--- src/rtl/tbc_pkg.sv ---
// shared types and constants for the tick timebase with countdown
`default_nettype none

package tbc_pkg;

    localparam int OPCODE_W = 2;
    localparam int SEC_W    = 32;
    localparam int US_W     = 20;
    localparam int CD_W     = 32;
    localparam int SUB_W    = 16;
    localparam int FINE_W   = 22;
    localparam int SUBUS_W  = 21;

    localparam int TICK_US            = 31250;
    localparam int US_PER_SEC         = 1000000;
    localparam int SUB_TICK_SHIFT     = 10;
    localparam int SLEEP_TICK_SECONDS = 2;
    localparam int MAX_ALIGNED_US     = 968750;
    localparam int TICKS_PER_SEC      = US_PER_SEC / TICK_US;

    typedef enum logic [OPCODE_W-1:0] {
        OP_TICK           = 2'd0,
        OP_SET_TIME       = 2'd1,
        OP_LOAD_COUNTDOWN = 2'd2,
        OP_SAMPLE         = 2'd3
    } t_opcode;

    // item held between the input register and the update stage
    typedef struct packed {
        logic                valid;
        t_opcode             opcode;
        logic [SEC_W-1:0]    new_seconds;
        logic [US_W-1:0]     aligned_us;
        logic [CD_W-1:0]     new_countdown;
        logic [SUBUS_W-1:0]  sub_us;
    } t_stage;

endpackage

`default_nettype wire

--- src/rtl/tbc_ifs.sv ---
// valid/ready channel interfaces for input items and results
`default_nettype none

interface tbc_in_if;
    import tbc_pkg::*;

    logic                valid;
    logic                ready;
    logic [OPCODE_W-1:0] opcode;
    logic [SEC_W-1:0]    new_seconds;
    logic [US_W-1:0]     new_microseconds;
    logic [CD_W-1:0]     new_countdown;
    logic [SUB_W-1:0]    sub_tick_count;

    modport source (
        output valid, opcode, new_seconds, new_microseconds, new_countdown, sub_tick_count,
        input  ready
    );
    modport sink (
        input  valid, opcode, new_seconds, new_microseconds, new_countdown, sub_tick_count,
        output ready
    );
endinterface

interface tbc_out_if;
    import tbc_pkg::*;

    logic               valid;
    logic               ready;
    logic [SEC_W-1:0]   seconds;
    logic [US_W-1:0]    microseconds;
    logic [FINE_W-1:0]  fine_microseconds;
    logic [CD_W-1:0]    countdown;
    logic               countdown_done;

    modport source (
        output valid, seconds, microseconds, fine_microseconds, countdown, countdown_done,
        input  ready
    );
    modport sink (
        input  valid, seconds, microseconds, fine_microseconds, countdown, countdown_done,
        output ready
    );
endinterface

`default_nettype wire

--- src/rtl/tick_timebase_with_countdown_unit.sv ---
// top level of the tick timebase with countdown
// a result passes through the input register and then the result register
// throughput: one transaction per cycle; the input register and the result register both
// advance whenever the result register is empty or being taken
// reset: synchronous active-low i_rst_n clears time, countdown, sleep mode and both valids
`default_nettype none

module tick_timebase_with_countdown_unit (
    input  wire logic i_clk,
    input  wire logic i_rst_n,
    input  wire logic i_cfg_we,
    input  wire logic i_cfg_wdata,
    tbc_in_if.sink    i_in,
    tbc_out_if.source o_out
);
    import tbc_pkg::*;

    t_stage stage;
    logic   take;

    tbc_front u_front (
        .i_clk   (i_clk),
        .i_rst_n (i_rst_n),
        .i_in    (i_in),
        .i_take  (take),
        .o_stage (stage)
    );

    tbc_core u_core (
        .i_clk       (i_clk),
        .i_rst_n     (i_rst_n),
        .i_cfg_we    (i_cfg_we),
        .i_cfg_wdata (i_cfg_wdata),
        .i_stage     (stage),
        .o_take      (take),
        .o_out       (o_out)
    );

endmodule

`default_nettype wire

--- src/rtl/tbc_front.sv ---
// input register: aligns set-time microseconds and scales the sub-tick count
`default_nettype none

module tbc_front (
    input  wire logic      i_clk,
    input  wire logic      i_rst_n,
    tbc_in_if.sink         i_in,
    input  wire logic      i_take,
    output tbc_pkg::t_stage o_stage
);
    import tbc_pkg::*;

    logic                      r_valid;
    t_stage                    r_item;
    logic [TICKS_PER_SEC-2:0]  cmp;
    logic [4:0]                quot;
    logic [US_W-1:0]           n_aligned;
    logic [SEC_W-2:0]          prod;
    logic                      accept;

    assign i_in.ready = !r_valid || i_take;
    assign accept     = i_in.valid && i_in.ready;

    // quotient by 31250 as a count of thresholds passed
    always_comb begin
        for (int k = 1; k < TICKS_PER_SEC; k++) begin
            cmp[k-1] = (i_in.new_microseconds >= US_W'(k * TICK_US));
        end
        quot = 5'($countones(cmp));
        if (i_in.new_microseconds >= US_W'(US_PER_SEC)) begin
            n_aligned = US_W'(MAX_ALIGNED_US);
        end else begin
            n_aligned = US_W'(32'(quot) * TICK_US);
        end
    end

    assign prod = (SEC_W-1)'(i_in.sub_tick_count) * (SEC_W-1)'(TICK_US);

    always_ff @(posedge i_clk) begin
        if (!i_rst_n) begin
            r_valid <= 1'b0;
        end else if (accept) begin
            r_valid <= 1'b1;
        end else if (i_take) begin
            r_valid <= 1'b0;
        end
    end

    always_ff @(posedge i_clk) begin
        if (accept) begin
            r_item.valid         <= 1'b1;
            r_item.opcode        <= t_opcode'(i_in.opcode);
            r_item.new_seconds   <= i_in.new_seconds;
            r_item.aligned_us    <= n_aligned;
            r_item.new_countdown <= i_in.new_countdown;
            r_item.sub_us        <= prod[SEC_W-2:SUB_TICK_SHIFT];
        end
    end

    always_comb begin
        o_stage       = r_item;
        o_stage.valid = r_valid;
    end

endmodule

`default_nettype wire

--- src/rtl/tbc_core.sv ---
// time and countdown state, mode register and result register
`default_nettype none

module tbc_core (
    input  wire logic       i_clk,
    input  wire logic       i_rst_n,
    input  wire logic       i_cfg_we,
    input  wire logic       i_cfg_wdata,
    input  wire tbc_pkg::t_stage i_stage,
    output logic            o_take,
    tbc_out_if.source       o_out
);
    import tbc_pkg::*;

    logic               r_sleep_mode;
    logic [SEC_W-1:0]   r_seconds;
    logic [US_W-1:0]    r_us;
    logic [CD_W-1:0]    r_countdown;
    logic               r_out_valid;
    logic [SEC_W-1:0]   r_out_seconds;
    logic [US_W-1:0]    r_out_us;
    logic [FINE_W-1:0]  r_out_fine;
    logic [CD_W-1:0]    r_out_countdown;
    logic               r_out_done;

    logic [SEC_W-1:0]   n_seconds;
    logic [US_W-1:0]    n_us;
    logic [CD_W-1:0]    n_countdown;
    logic               n_done;
    logic [US_W:0]      us_sum;
    logic               fire;

    assign o_take = !r_out_valid || o_out.ready;
    assign fire   = i_stage.valid && o_take;

    always_comb begin
        n_seconds   = r_seconds;
        n_us        = r_us;
        n_countdown = r_countdown;
        n_done      = 1'b0;
        us_sum      = (US_W+1)'(r_us) + (US_W+1)'(TICK_US);
        case (i_stage.opcode)
            OP_TICK: begin
                if (!r_sleep_mode) begin
                    if (us_sum >= (US_W+1)'(US_PER_SEC)) begin
                        n_us      = US_W'(us_sum - (US_W+1)'(US_PER_SEC));
                        n_seconds = r_seconds + SEC_W'(1);
                    end else begin
                        n_us = us_sum[US_W-1:0];
                    end
                    if (r_countdown != '0) begin
                        n_countdown = r_countdown - CD_W'(1);
                        n_done      = (r_countdown == CD_W'(1));
                    end
                end else begin
                    n_seconds = r_seconds + SEC_W'(SLEEP_TICK_SECONDS);
                end
            end
            OP_SET_TIME: begin
                n_seconds = i_stage.new_seconds;
                n_us      = i_stage.aligned_us;
            end
            OP_LOAD_COUNTDOWN: begin
                n_countdown = i_stage.new_countdown;
            end
            default: begin
            end
        endcase
    end

    always_ff @(posedge i_clk) begin
        if (!i_rst_n) begin
            r_sleep_mode <= 1'b0;
            r_seconds    <= '0;
            r_us         <= '0;
            r_countdown  <= '0;
            r_out_valid  <= 1'b0;
        end else begin
            if (i_cfg_we) begin
                r_sleep_mode <= i_cfg_wdata;
            end
            if (fire) begin
                r_seconds   <= n_seconds;
                r_us        <= n_us;
                r_countdown <= n_countdown;
                r_out_valid <= 1'b1;
            end else if (o_out.ready) begin
                r_out_valid <= 1'b0;
            end
        end
    end

    always_ff @(posedge i_clk) begin
        if (fire) begin
            r_out_seconds   <= n_seconds;
            r_out_us        <= n_us;
            r_out_fine      <= FINE_W'(n_us) + FINE_W'(i_stage.sub_us);
            r_out_countdown <= n_countdown;
            r_out_done      <= n_done;
        end
    end

    assign o_out.valid             = r_out_valid;
    assign o_out.seconds           = r_out_seconds;
    assign o_out.microseconds      = r_out_us;
    assign o_out.fine_microseconds = r_out_fine;
    assign o_out.countdown         = r_out_countdown;
    assign o_out.countdown_done    = r_out_done;

endmodule

`default_nettype wire

--- src/flat_wrapper.sv ---
// flat-port wrapper written by rule: the top's interface ports become plain ports
module tick_timebase_with_countdown_unit_flat import tbc_pkg::*;
  (i_clk, i_rst_n, i_cfg_we, i_cfg_wdata, i_in_valid, i_in_opcode, i_in_new_seconds, i_in_new_microseconds, i_in_new_countdown, i_in_sub_tick_count, i_in_ready, o_out_valid, o_out_seconds, o_out_microseconds, o_out_fine_microseconds, o_out_countdown, o_out_countdown_done, o_out_ready);
  tbc_in_if i_in_i ();
  tbc_out_if o_out_i ();
  input  wire logic i_clk;
  input  wire logic i_rst_n;
  input  wire logic i_cfg_we;
  input  wire logic i_cfg_wdata;
  input wire logic [$bits(i_in_i.valid)-1:0] i_in_valid;
  input wire logic [$bits(i_in_i.opcode)-1:0] i_in_opcode;
  input wire logic [$bits(i_in_i.new_seconds)-1:0] i_in_new_seconds;
  input wire logic [$bits(i_in_i.new_microseconds)-1:0] i_in_new_microseconds;
  input wire logic [$bits(i_in_i.new_countdown)-1:0] i_in_new_countdown;
  input wire logic [$bits(i_in_i.sub_tick_count)-1:0] i_in_sub_tick_count;
  output wire logic [$bits(i_in_i.ready)-1:0] i_in_ready;
  output wire logic [$bits(o_out_i.valid)-1:0] o_out_valid;
  output wire logic [$bits(o_out_i.seconds)-1:0] o_out_seconds;
  output wire logic [$bits(o_out_i.microseconds)-1:0] o_out_microseconds;
  output wire logic [$bits(o_out_i.fine_microseconds)-1:0] o_out_fine_microseconds;
  output wire logic [$bits(o_out_i.countdown)-1:0] o_out_countdown;
  output wire logic [$bits(o_out_i.countdown_done)-1:0] o_out_countdown_done;
  input wire logic [$bits(o_out_i.ready)-1:0] o_out_ready;
  assign i_in_i.valid = i_in_valid;
  assign i_in_i.opcode = i_in_opcode;
  assign i_in_i.new_seconds = i_in_new_seconds;
  assign i_in_i.new_microseconds = i_in_new_microseconds;
  assign i_in_i.new_countdown = i_in_new_countdown;
  assign i_in_i.sub_tick_count = i_in_sub_tick_count;
  assign i_in_ready = i_in_i.ready;
  assign o_out_valid = o_out_i.valid;
  assign o_out_seconds = o_out_i.seconds;
  assign o_out_microseconds = o_out_i.microseconds;
  assign o_out_fine_microseconds = o_out_i.fine_microseconds;
  assign o_out_countdown = o_out_i.countdown;
  assign o_out_countdown_done = o_out_i.countdown_done;
  assign o_out_i.ready = o_out_ready;
  tick_timebase_with_countdown_unit u_core (.i_clk(i_clk), .i_rst_n(i_rst_n), .i_cfg_we(i_cfg_we), .i_cfg_wdata(i_cfg_wdata), .i_in(i_in_i), .o_out(o_out_i));
endmodule
--- config.mk ---
export PLATFORM = sky130hd
export DESIGN_NAME = tick_timebase_with_countdown_unit_flat
export DESIGN_NICKNAME = d
export VERILOG_FILES = /design/src/rtl/tbc_pkg.sv /design/src/rtl/tbc_ifs.sv /design/src/rtl/tick_timebase_with_countdown_unit.sv /design/src/rtl/tbc_front.sv /design/src/rtl/tbc_core.sv /design/src/flat_wrapper.sv
export SDC_FILE = /design/constraint.sdc
export NUM_CORES = 1
export LEC_CHECK = 0
export CORE_MARGIN = 5
export CORE_UTILIZATION = 55
export DETAILED_ROUTE_END_ITERATION = 16
export DONT_BUFFER_PORTS = 1
export PLACE_DENSITY = 0.77
export SLEW_MARGIN = 20
export SYNTH_ARGS = -nofsm -noshare
export SYNTH_HDL_FRONTEND = slang
export SYNTH_SLANG_ARGS = --single-unit
--- constraint.sdc ---
create_clock -name i_clk -period 8.8 [get_ports i_clk]
set_input_delay 0.88 -clock i_clk [delete_from_list [all_inputs] [get_ports i_clk]]
set_output_delay 0.88 -clock i_clk [all_outputs]
set_load 0.02 [all_outputs]
==> metrics.md, run 1 <==
| Metric | Value |
|---|---|
| Status | `finished clean` |
| Setup CP Type | `input pin to flop` |
| Hold endpoint | `u_core.u_front.o_stage[95]` |
| Reg2reg end | `u_core.u_core.o_out.fine_microseconds[20]` |
| Hold Path Origin | `i_in_new_seconds[22]` |
| H-tree levels | `1` |
| Slew HR | `28.88%` |
| Via count | `17,880` |
| Routed wire length | `60,130 microns` |
| Area grow syn2layout | `7.642%` |
| Routed vias/inst | `6.453` |
| RR Startpoint | `u_core.u_core.r_us[1]` |
| Fin crit period | `8.345 ns` |
| Initial core utilization | `55.67%` |
| Pre-CTS setup slack | `-0.07989 ns` |
| Netlist Area Pre-Place | `21,560 sq um` |
| Worst Hold Depth | `0` |
| Port-buffer cells | `0` |
| Element type at the critical path end | `flop` |
| Non-Filler Instances | `2,770` |
| Final setup fails | `0` |
| Met2 usage | `45.53%` |
| Seq/Total Area, Yosys | `37.74%` |
| Worst Path Arrival | `8.66 ns` |
| FF-to-FF path depth | `20` |
| Post-CTS setup buffers | `0` |
| R2R setup slack | `1.78 ns` |
| ANT nets after route | `0` |
| GRT Util Overall | `26.67%` |
| Post-DP HPWL | `43,310 microns` |
| Initial antenna violation count | `2` |
| Crit-path max FO | `22` |
| Synth area leaders | `edfxtp_1 30%, ha_1 9.5%, dfxtp_1 8.1%` |
| Vias in the first global route | `17,280` |
| Skew final | `0.01680 ns` |
| Hold Vio Cnt, Final | `0` |
| CORE AREA | `38,740 sq um` |
| Syn nets | `2,622` |
| Util after Layout | `59.92%` |
| Slowest cell on crit path | `fa_1` |
| Final Wtd Congestion | `0.9072` |
| GR met1 Demand/Resource | `35.32%` |
| Ratio of cells with drive above 1 in the final layout | `8.270%` |
| Gr busiest metal | `met2` |
| Top_reg_cell synth | `edfxtp_1` |
| Most repeated library cell on the critical path | `fa_1` |
| Clk_lat worst skew | `0.57 ns` |
| Placed cell area | `22,240 sq um` |
| Yosys reg bits | `300` |
| Distinct cells, synth | `107` |
| Die ar. | `43,270 sq um` |
| Worst Hold Class | `input pin to flop` |
| Avg Inst Size Synth | `9.517 sq um` |
| Worst path max stage delay | `0.55 ns` |
| Clock slew at reported path FFs | `0.07 ns` |
| Post-synth EDFFs | `213` |
| RSZ-0062 raised after global routing | `false` |
| Starting DRC count in detailed routing | `1,657` |
| M3 GR Usage | `3.585%` |
| Post-Layout Inst Area | `23,210 sq um` |
| Pre-antenna DRT Iters | `6` |
| Die W | `208.0 microns` |
| IO Count | `217` |
| Critical Path RT | `9.11 ns` |
| Root Driver | `clkbuf_16` |
| Fmax | `119.8 MHz` |
| Final worst-path cycle share | `94.82%` |
| Largest area contributor in the netlist | `edfxtp_1` |
| Cells after synthesis | `2,266` |
| DRC | `0` |
| Hold Buf Count CTS | `0` |
| Remaining Overflow, GRT | `0` |
| Clock Tree Buf Depth | `3` |
| Dpl cells | `2,710` |
| First-pass GRT wire length | `95,720 microns` |
| Max-Cap Viols | `0` |
| Largest net degree at the start of global routing | `99` |
| Tightest Pin Transition | `1.057 ns` |
| CTS sink cnt | `300` |
| Yosys warning total | `0` |
| Yosys top cell area share | `29.66%` |
| Avg WL per Cell | `21.71 microns` |
| DIE HEIGHT | `208.0 microns` |
| CTS buffer count | `31` |
| Ys async rst share | `0%` |
| CTS tree | `done` |
| Top post-synthesis cells by count | `213 x edfxtp_1, 213 x nor2_1, 180 x nand2_1, 164 x ha_1, 148 x a21oi_1` |
| Element type at the critical path start | `input pin` |
| Fin worst setup slack | `0.4555 ns` |
| Std cell rows | `72` |
| Nets | `2,581` |
| Final Max Slew Viols | `0` |
## per-layer routing
layer / vias up / part of all wire (%) / routed length, microns
met5: - / 0 / 0
met4: 0 / 3.5 / 2104
met3: 148 / 6.9 / 4122
met2: 798 / 49 / 29290
met1: 8616 / 41 / 24610
li1: 8314 / - / -
## registers in the layout, summed over array words and instances (netlist names)
register                               count
u_core.u_core.o_out.countdown             32
u_core.u_core.o_out.countdown_done         1
u_core.u_core.o_out.fine_microseconds     22
u_core.u_core.o_out.microseconds          20
u_core.u_core.o_out.seconds               32
u_core.u_core.o_out.valid                  1
u_core.u_core.r_countdown                 32
u_core.u_core.r_seconds                   32
u_core.u_core.r_sleep_mode                 1
u_core.u_core.r_us                        20
u_core.u_front.o_stage                   106
u_core.u_front.r_valid                     1
## cells in the final DEF (no fill, tap or decap), drive strengths merged, types with 11 or more instances in the layout
cell type and n:
o211ai 20, nand4 24, nand2b 23, or2 11
and3 21, or3 19, o21ai 122, ha 164
mux2i 15, clkbuf 43, nor2 213, xnor2 41
o31ai 19, dfxtp 87, o22ai 17, o22a 16
a211oi 21, nor4 32, xor2 16, and2 22
nor3 64, edfxtp 213, a21oi 149, a21o 25
fa 84, a32oi 12, buf 65, a22oi 22
nand3 58, a31oi 56, nand2 181, inv 143
o21a 17, nor2b 19
## timing repair
item,in CTS,in global routing
resized for setup,0,1
setup endpoints to repair,0,2
hold endpoints to repair,0,0
## area by class of cell
class	instances	area, sq um
Sequential cell	300	8138
Clock inverter	14	130.1
Clock buffer	43	830.8
Multi-Input combinational cell	1684	12430
Antenna cell	3	7.507
Tap cell	518	648.1
Fill cell	3187	15520
Timing Repair Buffer	65	488.0
Inverter	143	541.8
## kinds of logic after synthesis
kind of cell               synth area share, %
AOI/OAI and AO/OA                        20.24
xor gates and xnor gates                 2.350
adders and majority gates                17.31
buffers and inverters                    5.117
DFF                                      37.74
muxes                                   0.8007
and+or+nand+nor                          16.44
## worst max-delay path: cells and delay by family
family | cells | cell delay (ns)
AO/OA/AOI/OAI | 7 | 1.23
adder cells (fa/ha/maj) | 12 | 5.00
buffers and inverters | 4 | 0.23
AND/OR/NAND/NOR | 8 | 1.11
multiplexers | 1 | 0.18
## how the worst max path moves through the flow
stage | from | end | slack (ns) | depth (start not counted)
floorplan | i_in_new_microseconds[4] | u_core.u_front.o_stage[72] | 0.003 | 36
global placement | i_in_new_microseconds[3] | u_core.u_front.o_stage[72] | -0.02 | 35
detailed placement | i_in_new_microseconds[3] | u_core.u_front.o_stage[71] | -0.08 | 34
CTS | i_in_new_microseconds[3] | u_core.u_front.o_stage[71] | 0.51 | 34
global route | i_in_new_microseconds[11] | u_core.u_front.o_stage[72] | 0.05 | 32
finish | i_in_new_microseconds[11] | u_core.u_front.o_stage[72] | 0.46 | 32
## stage by stage
stage	hold WS (ns)	TNS, ns
CTS	0.3845	0
global placement	0.4638	-0.02618
global route	0.3798	0
finish	0.4048	0
floorplan	0.4497	0
detailed placement	0.4714	-0.1864
Power of run 1 is left out: the tool's default activity adds up to more than one toggle a clock period on the data nets, which glitch-free logic cannot reach.
==> run 2, diff against run 1 <==
- CORE_MARGIN: 5 -> 3
- SYNTH_HIERARCHICAL: unset -> 1
==> run 2 against run 1 <==
Critical path depth decreased by 3. Worst setup slack got worse by 0.25 ns. Non-clock buffer count increased by 9. Wire length increased by 1.6%. Clock-buffer cell count decreased by 4. Register-to-register slack improved by 1.0 ns. Sequential cell count unchanged. Clock skew increased by 0.0019 ns. Final cell count decreased by 0.11%. Via count increased by 1.4%. Die area decreased by 4.1%. Largest cell class unchanged.
==> metrics.md, run 2 <==
| Metric | Value |
|---|---|
| Yosys warning total | `6 (+6)` |
| Cells after synthesis | `2,251 (-0.66%)` |
| Avg Inst Size Synth | `9.553 sq um (+0.38%)` |
| GRT Util Overall | `29.04% (+2.4 points)` |
| Post-Layout Inst Area | `23,600 sq um (+1.7%)` |
| Syn nets | `2,606 (-0.61%)` |
| DIE HEIGHT | `203.7 microns (-2.1%)` |
| Placed cell area | `22,290 sq um (+0.22%)` |
| IO Count | `217 (unchanged)` |
| Initial antenna violation count | `2 (unchanged)` |
| Hold Path Origin | `i_in_new_countdown[4]` |
| Hold Vio Cnt, Final | `0 (unchanged)` |
| CTS tree | `done` |
| Seq/Total Area, Yosys | `37.84% (+0.11 points)` |
| Most repeated library cell on the critical path | `fa_1` |
| Largest area contributor in the netlist | `edfxtp_1` |
| Top_reg_cell synth | `edfxtp_1` |
| First-pass GRT wire length | `96,810 microns (+1.1%)` |
| Clk_lat worst skew | `0.54 ns (-0.03 ns)` |
| Max-Cap Viols | `0 (unchanged)` |
| Slew HR | `36.48% (+7.6 points)` |
| Avg WL per Cell | `22.07 microns (+1.7%)` |
| Yosys reg bits | `300 (unchanged)` |
| Worst Path Arrival | `8.86 ns (+0.20 ns)` |
| Gr busiest metal | `met2` |
| Final Wtd Congestion | `0.8906 (-1.8%)` |
| Fmax | `116.3 MHz (-2.9%)` |
| Nets | `2,584 (+0.12%)` |
| Status | `finished clean` |
| Most common cell after layout, fill and taps aside | `edfxtp_1` |
| Vias in the first global route | `17,820 (+3.1%)` |
| Distinct cells, synth | `107 (unchanged)` |
| Root Driver | `clkbuf_16` |
| Largest register FFs | `106 (unchanged)` |
| Routed wire length | `61,080 microns (+1.6%)` |
| Die ar. | `41,510 sq um (-4.1%)` |
| Reg2reg end | `u_core/u_core/o_out.fine_microseconds[20]` |
| Element type at the critical path end | `flop` |
| Hold endpoint | `u_core/u_front/o_stage[25]` |
| FF-to-FF path depth | `23 (+15%)` |
| Via count | `18,130 (+1.4%)` |
| Synth area leaders | `edfxtp_1 30%, ha_1 9.5%, dfxtp_1 8.1%` |
| Worst Hold Class | `input pin to flop` |
| Post-DP HPWL | `43,060 microns (-0.58%)` |
| R2R setup slack | `2.81 ns (+1.03 ns)` |
| Top-count cell post-synth | `edfxtp_1` |
| Ratio of cells with drive above 1 in the final layout | `10.16% (+1.9 points)` |
| Pre-antenna DRT Iters | `6 (unchanged)` |
| Netlist Area Pre-Place | `21,500 sq um (-0.28%)` |
| H-tree levels | `2 (+1)` |
| Clock slew at reported path FFs | `0.06 ns (about the same)` |
| Post-synth EDFFs | `213 (unchanged)` |
| Highest-count cells in the layout ignoring fill and taps | `213 x edfxtp_1, 201 x nor2_1, 191 x nand2_1, 158 x ha_1, 151 x a21oi_1` |
| Die W | `203.7 microns (-2.1%)` |
| Area grow syn2layout | `9.752%` |
| Skew final | `0.01874 ns (+0.001939 ns)` |
| Crit-path max FO | `22 (unchanged)` |
| ANT nets after route | `0 (unchanged)` |
| RR Startpoint | `u_core/u_core/r_us[1]` |
| Hold Buf Count CTS | `0 (unchanged)` |
| Std cell rows | `71 (-1.4%)` |
| Element type at the critical path start | `input pin` |
| Port-buffer cells | `0 (unchanged)` |
| Tightest Pin Transition | `0.9527 ns (-0.1043 ns)` |
| M3 GR Usage | `5.970% (+2.4 points)` |
| Final Max Slew Viols | `0 (unchanged)` |
| Clock Tree Buf Depth | `3 (unchanged)` |
| CORE AREA | `38,110 sq um (-1.6%)` |
| CTS sink cnt | `300 (unchanged)` |
| Remaining Overflow, GRT | `0 (unchanged)` |
| Critical Path RT | `9.06 ns (-0.05 ns)` |
| Final setup TNS | `0 ns (unchanged)` |
| Largest net degree at the start of global routing | `88 (-11%)` |
| Starting DRC count in detailed routing | `1,727 (+4.2%)` |
| CTS buffer count | `34 (+9.7%)` |
| Ys async rst share | `0% (unchanged)` |
| Final worst-path cycle share | `97.68% (+2.9 points)` |
| Met2 usage | `47.78% (+2.2 points)` |
| GR met1 Demand/Resource | `38.59% (+3.3 points)` |
| Fin crit period | `8.596 ns (+0.2515 ns)` |
| Yosys top cell area share | `29.75% (+0.085 points)` |
| Worst Hold Depth | `0 (unchanged)` |
| Slowest cell on crit path | `fa_1` |
| Routed vias/inst | `6.551 (+1.5%)` |
| DRC | `0 (unchanged)` |
| Worst path max stage delay | `0.56 ns (about the same)` |
| RSZ-0062 raised after global routing | `true` |
| Top post-synthesis cells by count | `213 x edfxtp_1, 205 x nor2_1, 194 x nand2_1, 163 x ha_1, 151 x a21oi_1` |
| Final setup fails | `0 (unchanged)` |
| Setup CP Type | `input pin to flop` |
| Initial core utilization | `56.42% (+0.75 points)` |
[run 2: changes by cell type in the layout (fill, tap and decap cells not counted), moves of 10 or more]
cell	change
a31oi_1	-22
inv_1	-20
o21ai_0	+16
nand2_1	+11
clkbuf_1	-10
xor2_1	+10
[run 2: logic make-up after synthesis]
kind of cell | synth area share, %
fa+ha+maj | 17.30
xor+xnor | 2.898
other cells | 0.01744
flops | 37.84
simple gates | 16.85
buf+inv | 4.661
mux | 0.4888
compound gates | 19.94
[run 2: layout make-up]
| class | count | area (sq um) |
|---|---|---|
| Sequential cell | 300 | 8138 |
| Fill cell | 3064 | 14510 |
| Clock buffer | 39 | 943.4 |
| Tap cell | 511 | 639.4 |
| Clock inverter | 23 | 269.0 |
| Antenna cell | 1 | 2.502 |
| Multi-Input combinational cell | 1694 | 12570 |
| Timing Repair Buffer | 74 | 559.3 |
| Inverter | 125 | 476.7 |
[run 2: critical path, delay by kind of cell]
family / cells / cell delay, ns
and+or+nand+nor: 4 / 0.66
AOI/OAI and AO/OA: 7 / 1.50
adders and majority gates: 12 / 5.15
buffers and inverters: 5 / 0.43
xor gates and xnor gates: 1 / 0.22
[run 2: how the worst max path moves through the flow]
stage | startpoint | end
after floorplan | i_in_new_microseconds[4] | u_core/u_front/o_stage[72]
after global placement | i_in_new_microseconds[6] | u_core/u_front/o_stage[72]
after detailed placement | i_in_new_microseconds[6] | u_core/u_front/o_stage[72]
after CTS | i_in_new_microseconds[6] | u_core/u_front/o_stage[72]
after global routing | i_in_new_microseconds[6] | u_core/u_front/o_stage[71]
final | i_in_new_microseconds[8] | u_core/u_front/o_stage[72]
[run 2: per-stage QoR]
step | util (%) | hold slack [ns] | std cells | worst slack, ns
floorplan | - | 0.4530 | 2251 | -0.1990
global placement | 58.48 | 0.4460 | 2703 | -0.1977
detailed placement | 58.48 | 0.4682 | 2703 | -0.3944
CTS | 61.66 | 0.4148 | 2765 | 0.1689
global route | 61.93 | 0.4158 | 2767 | -0.1572
finish | 61.93 | 0.4395 | 2767 | 0.2040
[run 2: timing repair]
| item | CTS | global route |
|---|---|---|
| setup endpoints to repair | 0 | 4 |
| resized for setup | 0 | 19 |
| setup buffers | 0 | 1 |
[run 2: routing by layer]
layer / wire length, microns / vias to the layer above
li1: - / 8283
met1: 24740 / 8762
met2: 28790 / 922
met3: 5451 / 157
met4: 2076 / 2
met5: 13 / -
Power of run 2 is left out for the same reason.
